<file path="src/rtl/core/bli_pkg.sv">
// shared types and constants for the bidirectional lut interpolator
package bli_pkg;

  localparam int TableDepth = 16;
  localparam int ValueWidth = 16;
  localparam int IdxW       = $clog2(TableDepth);
  localparam int CntW       = $clog2(TableDepth + 1);
  localparam int ProdW      = 2 * ValueWidth;
  localparam int QDepth     = 2;

  typedef logic [ValueWidth-1:0] val_t;
  typedef logic [IdxW-1:0]       idx_t;
  typedef logic [CntW-1:0]       cnt_t;

  typedef enum logic [1:0] {
    OP_LOAD = 2'd0,
    OP_FWD  = 2'd1,
    OP_INV  = 2'd2,
    OP_NONE = 2'd3
  } op_t;

  localparam logic [0:0] REG_ENTRIES = 1'b0;

  // query handed from front to back
  typedef struct packed {
    logic inverse;
    val_t q;
    cnt_t n;
  } job_t;

  typedef enum logic [2:0] {
    ST_IDLE,
    ST_SCAN,
    ST_FETCH,
    ST_MUL,
    ST_DIV,
    ST_DONE
  } bst_t;

endpackage

</file>
<file path="src/rtl/core/bli_front.sv">
// front end: accepts items, writes the table, queues queries
module bli_front (
  input  logic                clk,
  input  logic                rst_n,
  input  logic                push,
  output logic                full,
  input  logic [1:0]          op,
  input  logic [3:0]          entry_index,
  input  bli_pkg::val_t       entry_fluence,
  input  bli_pkg::val_t       entry_position,
  input  bli_pkg::val_t       entry_voltage,
  input  bli_pkg::val_t       query_value,
  input  bli_pkg::cnt_t       n_cfg,
  input  logic                back_busy,
  output logic                tbl_we,
  output bli_pkg::idx_t       tbl_waddr,
  output bli_pkg::val_t       tbl_wf,
  output bli_pkg::val_t       tbl_wp,
  output bli_pkg::val_t       tbl_wv,
  output logic                job_valid,
  output bli_pkg::job_t       job,
  input  logic                job_take
);
  import bli_pkg::*;

  job_t        q_r [QDepth];
  logic [1:0]  cnt_r, cnt_nxt;
  logic        wp_r, rp_r;
  logic        acc, enq;
  cnt_t        n_sat;

  // a load holds off until the queue is empty and the back end is idle again
  assign full      = (cnt_r == 2'(QDepth)) ||
                     (op == OP_LOAD && (cnt_r != 2'd0 || back_busy));
  assign acc       = push && !full;
  assign n_sat     = (n_cfg > cnt_t'(TableDepth)) ? cnt_t'(TableDepth) : n_cfg;
  assign enq       = acc && (op == OP_FWD || op == OP_INV) && (n_sat != '0);
  assign tbl_we    = acc && (op == OP_LOAD) && ({1'b0, entry_index} < 5'(TableDepth));
  assign tbl_waddr = idx_t'(entry_index);
  assign tbl_wf    = entry_fluence;
  assign tbl_wp    = entry_position;
  assign tbl_wv    = entry_voltage;
  assign job_valid = (cnt_r != 2'd0);
  assign job       = q_r[rp_r];
  assign cnt_nxt   = cnt_r + 2'(enq) - 2'(job_take && job_valid);

  always_ff @(posedge clk) begin
    if (!rst_n) begin
      cnt_r <= '0;
      wp_r  <= 1'b0;
      rp_r  <= 1'b0;
    end else begin
      cnt_r <= cnt_nxt;
      if (enq) wp_r <= ~wp_r;
      if (job_take && job_valid) rp_r <= ~rp_r;
    end
  end

  always_ff @(posedge clk) begin
    if (enq) q_r[wp_r] <= '{inverse: (op == OP_INV), q: query_value, n: n_sat};
  end

  assert property (@(posedge clk) disable iff (!rst_n) cnt_r <= 2'(QDepth))
    else $error("queue count overflow");
  assert property (@(posedge clk) disable iff (!rst_n) full |-> !enq)
    else $error("enqueue while full");
  assert property (@(posedge clk) disable iff (!rst_n) !job_valid |-> !(job_take && job_valid))
    else $error("dequeue from empty queue");

endmodule

</file>
<file path="src/rtl/core/bli_back.sv">
// back end: table scan, multiply and serial divide
module bli_back (
  input  logic           clk,
  input  logic           rst_n,
  input  logic           tbl_we,
  input  bli_pkg::idx_t  tbl_waddr,
  input  bli_pkg::val_t  tbl_wf,
  input  bli_pkg::val_t  tbl_wp,
  input  bli_pkg::val_t  tbl_wv,
  input  logic           job_valid,
  input  bli_pkg::job_t  job,
  output logic           job_take,
  output logic           busy,
  output logic           res_valid,
  output bli_pkg::val_t  res_value,
  output logic           res_ok,
  output logic           res_inv,
  input  logic           res_pop
);
  import bli_pkg::*;

  val_t keys_m [TableDepth];
  val_t pos_m  [TableDepth];
  val_t volt_m [TableDepth];

  bst_t st_r, st_nxt;
  job_t job_r;
  cnt_t i_r;
  idx_t hi_r;
  logic have_lo_r, have_hi_r, exact_r, oob_r;
  val_t lo_in_r, lo_key_r;
  val_t ex_out_r;
  val_t lo_out_r, hi_out_r, hi_in_r;
  logic neg_r;
  logic [ProdW-1:0] prod_r;
  logic [ProdW-1:0] rem_r;
  logic [ProdW-1:0] quo_r;
  logic [$clog2(ProdW+1)-1:0] dc_r;
  val_t span_r;
  logic busy_r;
  val_t rv_r;
  logic rok_r, rinv_r, rvalid_r;

  val_t in_e, out_e, rd_in, rd_out;
  idx_t ia;
  logic [ProdW:0] trial;

  always_ff @(posedge clk) begin
    if (tbl_we) begin
      keys_m[tbl_waddr] <= tbl_wf;
      pos_m[tbl_waddr]  <= tbl_wp;
      volt_m[tbl_waddr] <= tbl_wv;
    end
  end

  assign ia     = idx_t'(i_r);
  assign in_e   = job_r.inverse ? volt_m[ia] : keys_m[ia];
  assign out_e  = job_r.inverse ? keys_m[ia] : pos_m[ia];
  assign rd_in  = job_r.inverse ? volt_m[hi_r] : keys_m[hi_r];
  assign rd_out = job_r.inverse ? keys_m[hi_r] : pos_m[hi_r];
  assign trial  = {rem_r, quo_r[ProdW-1]} - {{(ProdW-ValueWidth+1){1'b0}}, span_r};

  always_comb begin
    st_nxt = st_r;
    case (st_r)
      ST_IDLE:  if (job_valid && !rvalid_r) st_nxt = ST_SCAN;
      ST_SCAN:  if (i_r == job_r.n - cnt_t'(1)) st_nxt = ST_FETCH;
      ST_FETCH: st_nxt = ST_MUL;
      ST_MUL:   st_nxt = ST_DIV;
      ST_DIV:   if (dc_r == '0) st_nxt = ST_DONE;
      ST_DONE:  st_nxt = ST_IDLE;
      default:  st_nxt = ST_IDLE;
    endcase
  end

  assign job_take = (st_r == ST_IDLE) && job_valid && !rvalid_r;
  assign busy     = (st_r != ST_IDLE);

  always_ff @(posedge clk) begin
    if (!rst_n) begin
      st_r     <= ST_IDLE;
      rvalid_r <= 1'b0;
    end else begin
      st_r <= st_nxt;
      if (st_r == ST_DONE) rvalid_r <= 1'b1;
      else if (res_pop) rvalid_r <= 1'b0;
    end
  end

  always_ff @(posedge clk) begin
    case (st_r)
      ST_IDLE: begin
        job_r <= job;
        i_r <= '0;
        have_lo_r <= 1'b0;
        have_hi_r <= 1'b0;
        exact_r <= 1'b0;
        oob_r <= 1'b0;
      end
      ST_SCAN: begin
        i_r <= i_r + cnt_t'(1);
        if (i_r == '0 && in_e > job_r.q) oob_r <= 1'b1;
        if (i_r == job_r.n - cnt_t'(1) && in_e < job_r.q) oob_r <= 1'b1;
        if (!exact_r && in_e == job_r.q) begin
          exact_r <= 1'b1;
          ex_out_r <= out_e;
        end
        if (!have_hi_r && in_e > job_r.q) begin
          have_hi_r <= 1'b1;
          hi_r <= ia;
        end
        if (in_e < job_r.q && (!have_lo_r || in_e > lo_key_r)) begin
          have_lo_r <= 1'b1;
          lo_key_r <= in_e;
          lo_in_r <= in_e;
          lo_out_r <= out_e;
        end
      end
      ST_FETCH: begin
        hi_in_r  <= rd_in;
        hi_out_r <= rd_out;
      end
      ST_MUL: begin
        neg_r  <= hi_out_r < lo_out_r;
        span_r <= hi_in_r - lo_in_r;
        prod_r <= ProdW'((hi_out_r >= lo_out_r) ? hi_out_r - lo_out_r : lo_out_r - hi_out_r)
                  * ProdW'(job_r.q - lo_in_r);
        dc_r   <= ($clog2(ProdW+1))'(ProdW);
        rem_r  <= '0;
      end
      ST_DIV: begin
        if (dc_r == ($clog2(ProdW+1))'(ProdW)) quo_r <= prod_r;
        if (dc_r != ($clog2(ProdW+1))'(ProdW)) begin
          if (!trial[ProdW]) begin
            rem_r <= trial[ProdW-1:0];
            quo_r <= {quo_r[ProdW-2:0], 1'b1};
          end else begin
            rem_r <= {rem_r[ProdW-2:0], quo_r[ProdW-1]};
            quo_r <= {quo_r[ProdW-2:0], 1'b0};
          end
        end
        if (dc_r == ($clog2(ProdW+1))'(ProdW)) dc_r <= dc_r;
        if (busy_r || dc_r != ($clog2(ProdW+1))'(ProdW)) dc_r <= dc_r - 1'b1;
      end
      ST_DONE: begin
        rinv_r <= job_r.inverse;
        if (oob_r) begin
          rok_r <= 1'b0; rv_r <= '0;
        end else if (exact_r) begin
          rok_r <= 1'b1; rv_r <= ex_out_r;
        end else if (!have_lo_r || !have_hi_r) begin
          rok_r <= 1'b0; rv_r <= '0;
        end else begin
          rok_r <= 1'b1;
          rv_r  <= neg_r ? lo_out_r - val_t'(quo_r) : lo_out_r + val_t'(quo_r);
        end
      end
      default: ;
    endcase
  end

  // the divide state first loads the dividend, then each later divide step shifts in a quotient bit
  always_ff @(posedge clk) begin
    if (!rst_n) busy_r <= 1'b0;
    else busy_r <= (st_r == ST_DIV) && (dc_r == ($clog2(ProdW+1))'(ProdW)) && !busy_r;
  end

  assign res_valid = rvalid_r;
  assign res_value = rv_r;
  assign res_ok    = rok_r;
  assign res_inv   = rinv_r;

  assert property (@(posedge clk) disable iff (!rst_n) job_take |=> st_r == ST_SCAN)
    else $error("job taken without scan");
  assert property (@(posedge clk) disable iff (!rst_n) st_r == ST_DONE |=> rvalid_r)
    else $error("result lost");
  assert property (@(posedge clk) disable iff (!rst_n) rvalid_r |-> !job_take)
    else $error("job started with result pending");

endmodule

</file>
<file path="src/rtl/core/bidirectional_lut_interpolator.sv">
// top level of the bidirectional lut interpolator
//  channel | handshake            | payload
//  in_     | push / full          | operation, entry fields, query_value
//  out_    | pop / empty          | result_value, in_range, was_inverse
//  cfg_    | apb write, pready=1  | entries_in_use at address 0
// a query scans the table entries in a loop, then does a fetch and a multiply,
// then one quotient bit per cycle in the serial divider
// a load waits while any query is queued or in the back end, so it never
// overtakes an earlier query
// reset clears entries_in_use, the job queue and the result valid flag
// the table itself holds whatever was last loaded
// a waiting result stalls the back end only; the front queue keeps taking items until full
module bidirectional_lut_interpolator (
  input  logic                 clk,
  input  logic                 rst_n,
  input  logic                 in_push,
  output logic                 in_full,
  input  logic [1:0]           in_operation,
  input  logic [3:0]           in_entry_index,
  input  logic [15:0]          in_entry_fluence,
  input  logic [15:0]          in_entry_position,
  input  logic [15:0]          in_entry_voltage,
  input  logic [15:0]          in_query_value,
  output logic                 out_empty,
  input  logic                 out_pop,
  output logic [15:0]          out_result_value,
  output logic                 out_in_range,
  output logic                 out_was_inverse,
  input  logic                 cfg_psel,
  input  logic                 cfg_penable,
  input  logic                 cfg_pwrite,
  input  logic [0:0]           cfg_paddr,
  input  logic [31:0]          cfg_pwdata,
  output logic [31:0]          cfg_prdata,
  output logic                 cfg_pready
);
  import bli_pkg::*;

  cnt_t  entries_r;
  logic  tbl_we;
  idx_t  tbl_waddr;
  val_t  tbl_wf, tbl_wp, tbl_wv;
  logic  job_valid, job_take, res_valid, res_pop;
  logic  back_busy;
  job_t  job;

  // register write on the access phase of an apb transfer
  assign cfg_pready = 1'b1;
  always_ff @(posedge clk) begin
    if (!rst_n) entries_r <= '0;
    else if (cfg_psel && cfg_penable && cfg_pwrite && cfg_paddr == REG_ENTRIES)
      entries_r <= cnt_t'(cfg_pwdata[4:0]);
  end
  assign cfg_prdata = (cfg_paddr == REG_ENTRIES) ? 32'(entries_r) : '0;

  bli_front u_front (
    .clk, .rst_n,
    .push(in_push), .full(in_full), .op(in_operation),
    .entry_index(in_entry_index), .entry_fluence(in_entry_fluence),
    .entry_position(in_entry_position), .entry_voltage(in_entry_voltage),
    .query_value(in_query_value), .n_cfg(entries_r), .back_busy,
    .tbl_we, .tbl_waddr, .tbl_wf, .tbl_wp, .tbl_wv,
    .job_valid, .job, .job_take
  );

  assign res_pop   = out_pop && res_valid;
  assign out_empty = !res_valid;

  bli_back u_back (
    .clk, .rst_n, .tbl_we, .tbl_waddr, .tbl_wf, .tbl_wp, .tbl_wv,
    .job_valid, .job, .job_take, .busy(back_busy),
    .res_valid, .res_value(out_result_value), .res_ok(out_in_range),
    .res_inv(out_was_inverse), .res_pop
  );

endmodule

</file>
<file path="config.mk">
export PLATFORM = sky130hd
export DESIGN_NAME = bidirectional_lut_interpolator
export DESIGN_NICKNAME = d
export VERILOG_FILES = /design/src/rtl/core/bli_pkg.sv /design/src/rtl/core/bli_front.sv /design/src/rtl/core/bli_back.sv /design/src/rtl/core/bidirectional_lut_interpolator.sv
export SDC_FILE = /design/constraint.sdc
export NUM_CORES = 2
export LEC_CHECK = 0
export BUFFER_PORTS_ARGS = -buffer_cell sky130_fd_sc_hd__buf_2
export CAP_MARGIN = 30
export CORE_MARGIN = 8
export CORE_UTILIZATION = 33
export DETAILED_ROUTE_END_ITERATION = 8
export PLACE_DENSITY = 0.57
export SLEW_MARGIN = 30
export SYNTH_ARGS = -nofsm -noshare
export SYNTH_HDL_FRONTEND = slang
export SYNTH_SLANG_ARGS = --single-unit
</file>
<file path="constraint.sdc">
create_clock -name clk -period 10 [get_ports clk]
set_input_delay 1 -clock clk [delete_from_list [all_inputs] [get_ports clk]]
set_output_delay 1 -clock clk [all_outputs]
set_load 0.05 [all_outputs]
</file>
==> metrics <==
status=complete, no violations; Skew-Pair Late Insertion Delay=roughly 0.76 ns; CP max stage delay=0.70 ns; reg-to-reg setup timing slack=0.51 ns; DR WL/cell=about 24 µm; CTS H-tree depth=3; first-pass GRT wire length=261000 µm; Slew HR=0.352; Req. time, crit path=10.44 ns; Worst Setup End Kind=register; final core occ=0.373; FF-to-FF Start=u_back.lo_out_r[0]$_DFFE_PP_; clock root buffer master=clkbuf_16; Fin. Hold Viols=0; Worst Path Arrival=9.93 ns; Setup Skew=0.0700 ns; DIE AREA=0.212 mm²; Layout Nets=5254; Tmin final=9.49 ns; CTS clk-pin slew, worst paths=~0.060 ns; post-synth top area cell=edfxtp_1; Top cell by count, worst path=fa_1; mapped cell area=0.0652 mm²; clock buffer depth=3; CTS tree=yes; distinct cell type count of the synthesized netlist=79; DRT Pass-1 Iters=5; Crit. Startpoint=u_back.lo_out_r[0]$_DFFE_PP_; critical path type=register to register; DR vias/cell=around 5.1; Top Usage Layer GRT=met2; startpoint types=register; Fillers=18.4k; Global Route met3 Usage=0.0299; sequential-to-total area share from yosys stat=0.497; area delta synth->final=12.6%; syn avg cell area=14.9 µm²; reg-to-reg endpoint=u_back.prod_r[31]$_DFFE_PP_; R2R cell count=34; top cells by area, synth=edfxtp_1, mux4_2, fa_1; post-synth top area share=0.490; I/O pin count=163; Worst Setup EP=u_back.prod_r[31]$_DFFE_PP_; Slew @ Worst Pin=a little under 1 ns; Synth warnings=0; worst hold path class=primary input to register; die height=460 µm; # Max-Cap Violations=0; drc violations=0; Multi-input gate area=0.0301 mm²; post-cts hold buffer count=0; Final setup viols=0; sequential cell area=0.0324 mm²; commonest cells in the netlist=edfxtp_1, inv_1, mux4_2, fa_1, nor2_1; #FFs+latches synth=1086; Iter 0 DRT Violations=between 2k and 3k; gr usage total=0.164; Syn Inst Count=between 4k and 5k; vias in the first global route=between 30k and 40k; antenna violations before repair=41; grt met2 use=0.289; RSZ-0062 raised after global routing=no; setup TNS=0 ns; Top FF cell, synth=edfxtp_1; die width=460 µm; core area=0.197 mm²; grt ovf=0; final hold slack=0.471 ns; Antenna Nets Post-Route=0; layout cells sized above 1=0.243; final worst-path cycle share=0.949; maximum fanout count along the critical path=16; DRT Wirelength=about 180000 µm; most common cell in the netlist=edfxtp_1; Slowest cell on crit path=fa_2; Async SR Flop Fraction=0; gp weighted congestion=0.851; pins over their slew limit=0; number of synthesized flops with an enable pin=approximately 1.1k; Max Fclk=105 MHz; Inserted Clock Buffers=114; # port buffers=107; Starting Density=0.331; largest net degree at the start of global routing=98; Rows=163; clk sink count=1086; vias post-DR=37.2k; DP HPWL=between 100000 and 150000 µm; met1 Use GR=0.206
cell usage in the layout (no fill, tap or decap), types with 12 or more instances in the layout:
cell type	instances
xor2_1	39
fa_1	352
o21ai_0	77
clkinv_1	27
xnor2_1	117
or3_1	20
nand2b_1	43
ha_1	251
clkbuf_16	114
nor2_1	336
edfxtp_1	1064
nor2b_1	35
mux4_2	480
clkinv_2	23
inv_1	526
nand2_1	174
or2_2	72
a21boi_0	15
nand3_1	26
a21o_1	37
nor3_1	27
mux2i_1	28
nand4_1	18
mux2_2	90
a21oi_1	97
nor2_4	13
a22oi_1	12
dfxtp_1	13
buf_2	107
buf_4	133
clkbuf_1	23
conb_1	28
o21a_1	20
metrics by stage:
| step | std cells | setup slack [ns] | instance area [µm²] |
|---|---|---|---|
| after floorplan | 4394 | 1.03 | 65300 |
| after global placement | 7050 | 0.265 | 69400 |
| after detailed placement | 7056 | 0.222 | 69500 |
| after CTS | 7270 | 0.211 | 73200 |
| after global routing | 7277 | 0.0213 | 73400 |
| final | 7283 | 0.507 | 73400 |
cells by family after synthesis:
| kind of cell | Yosys count | share of synthesized area |
|---|---|---|
| buf+inv | 752 | 0.0457 |
| compound gates | 336 | 0.0330 |
| other cells | 2 | 0.000115 |
| fa+ha+maj | 607 | 0.157 |
| mux | 600 | 0.186 |
| flops | 1086 | 0.497 |
| xor+xnor | 165 | 0.0230 |
| simple gates | 820 | 0.0581 |
flip-flops by register name, indices dropped and copies added, names as in the netlist, 5 cells and up, named ones only:
signal and flops:
u_back.lo_out_r 16, u_back.quo_r 32, entries_r 5, u_back.hi_out_r 16, u_back.hi_in_r 16, u_back.ex_out_r 16, u_back.rem_r 32, u_back.lo_in_r 16
u_back.pos_m 256, u_back.keys_m 256, u_back.prod_r 32, u_back.span_r 16, u_front.q_r 44, u_back.res_value 16, u_back.job_r 22, u_back.dc_r 6
u_back.i_r 5, u_back.volt_m 256
area by class of cell:
cell class,count,share of cell area
clock inverter,76,0.0104
antenna,8,0.000273
sequential,1086,0.442
timing repair buffer,251,0.0246
tap,2640,0.0450
inverter,528,0.0270
clock buffer,138,0.0402
multi-input combinational,2556,0.411
critical path: cells and delay by family (launching register included):
family                     cells  cell delay [ns]
adders and majority gates     11             5.04
xor gates and xnor gates       1             0.14
AOI/OAI and AO/OA             12             2.20
buffers and inverters          6             0.66
DFF                            1             0.39
and+or+nand+nor                4             0.82
how the worst min path moves through the flow:
| stage | startpoint | to | slack, ns | cells after the start |
|---|---|---|---|---|
| after floorplan | u_back.i_r[2]$_DFFE_PN_ | u_back.hi_r[2]$_DFFE_PP_ | 0.42 | 0 |
| after global routing | in_query_value[0] | u_front.q_r[1][5]$_DFFE_PP_ | 0.42 | 1 |
| after detailed placement | u_back.hi_r[1]$_DFFE_PP_ | register | 0.46 | 1 |
| after CTS | in_query_value[0] | u_front.q_r[0][5]$_DFFE_PP_ | 0.41 | 1 |
| after global placement | u_back.hi_r[1]$_DFFE_PP_ | register | 0.46 | 1 |
| final | in_query_value[0] | u_front.q_r[0][5]$_DFFE_PP_ | 0.47 | 1 |
layer usage:
layer | vias to the layer above | wire, µm
li1 | 16300 | -
met1 | 19600 | 70200
met2 | 955 | 89300
met3 | 291 | 9990
met4 | 18 | 5600
met5 | - | 137
what timing repair did:
item | in CTS | in global routing
endpoints found under the hold margin | 0 | 0
setup buffers | 0 | 4
resized for setup | 0 | 14
setup endpoints to repair | 0 | 9
Power is not shown: default switching activity piles up to over one toggle a cycle in this logic, so the estimate is an artifact.
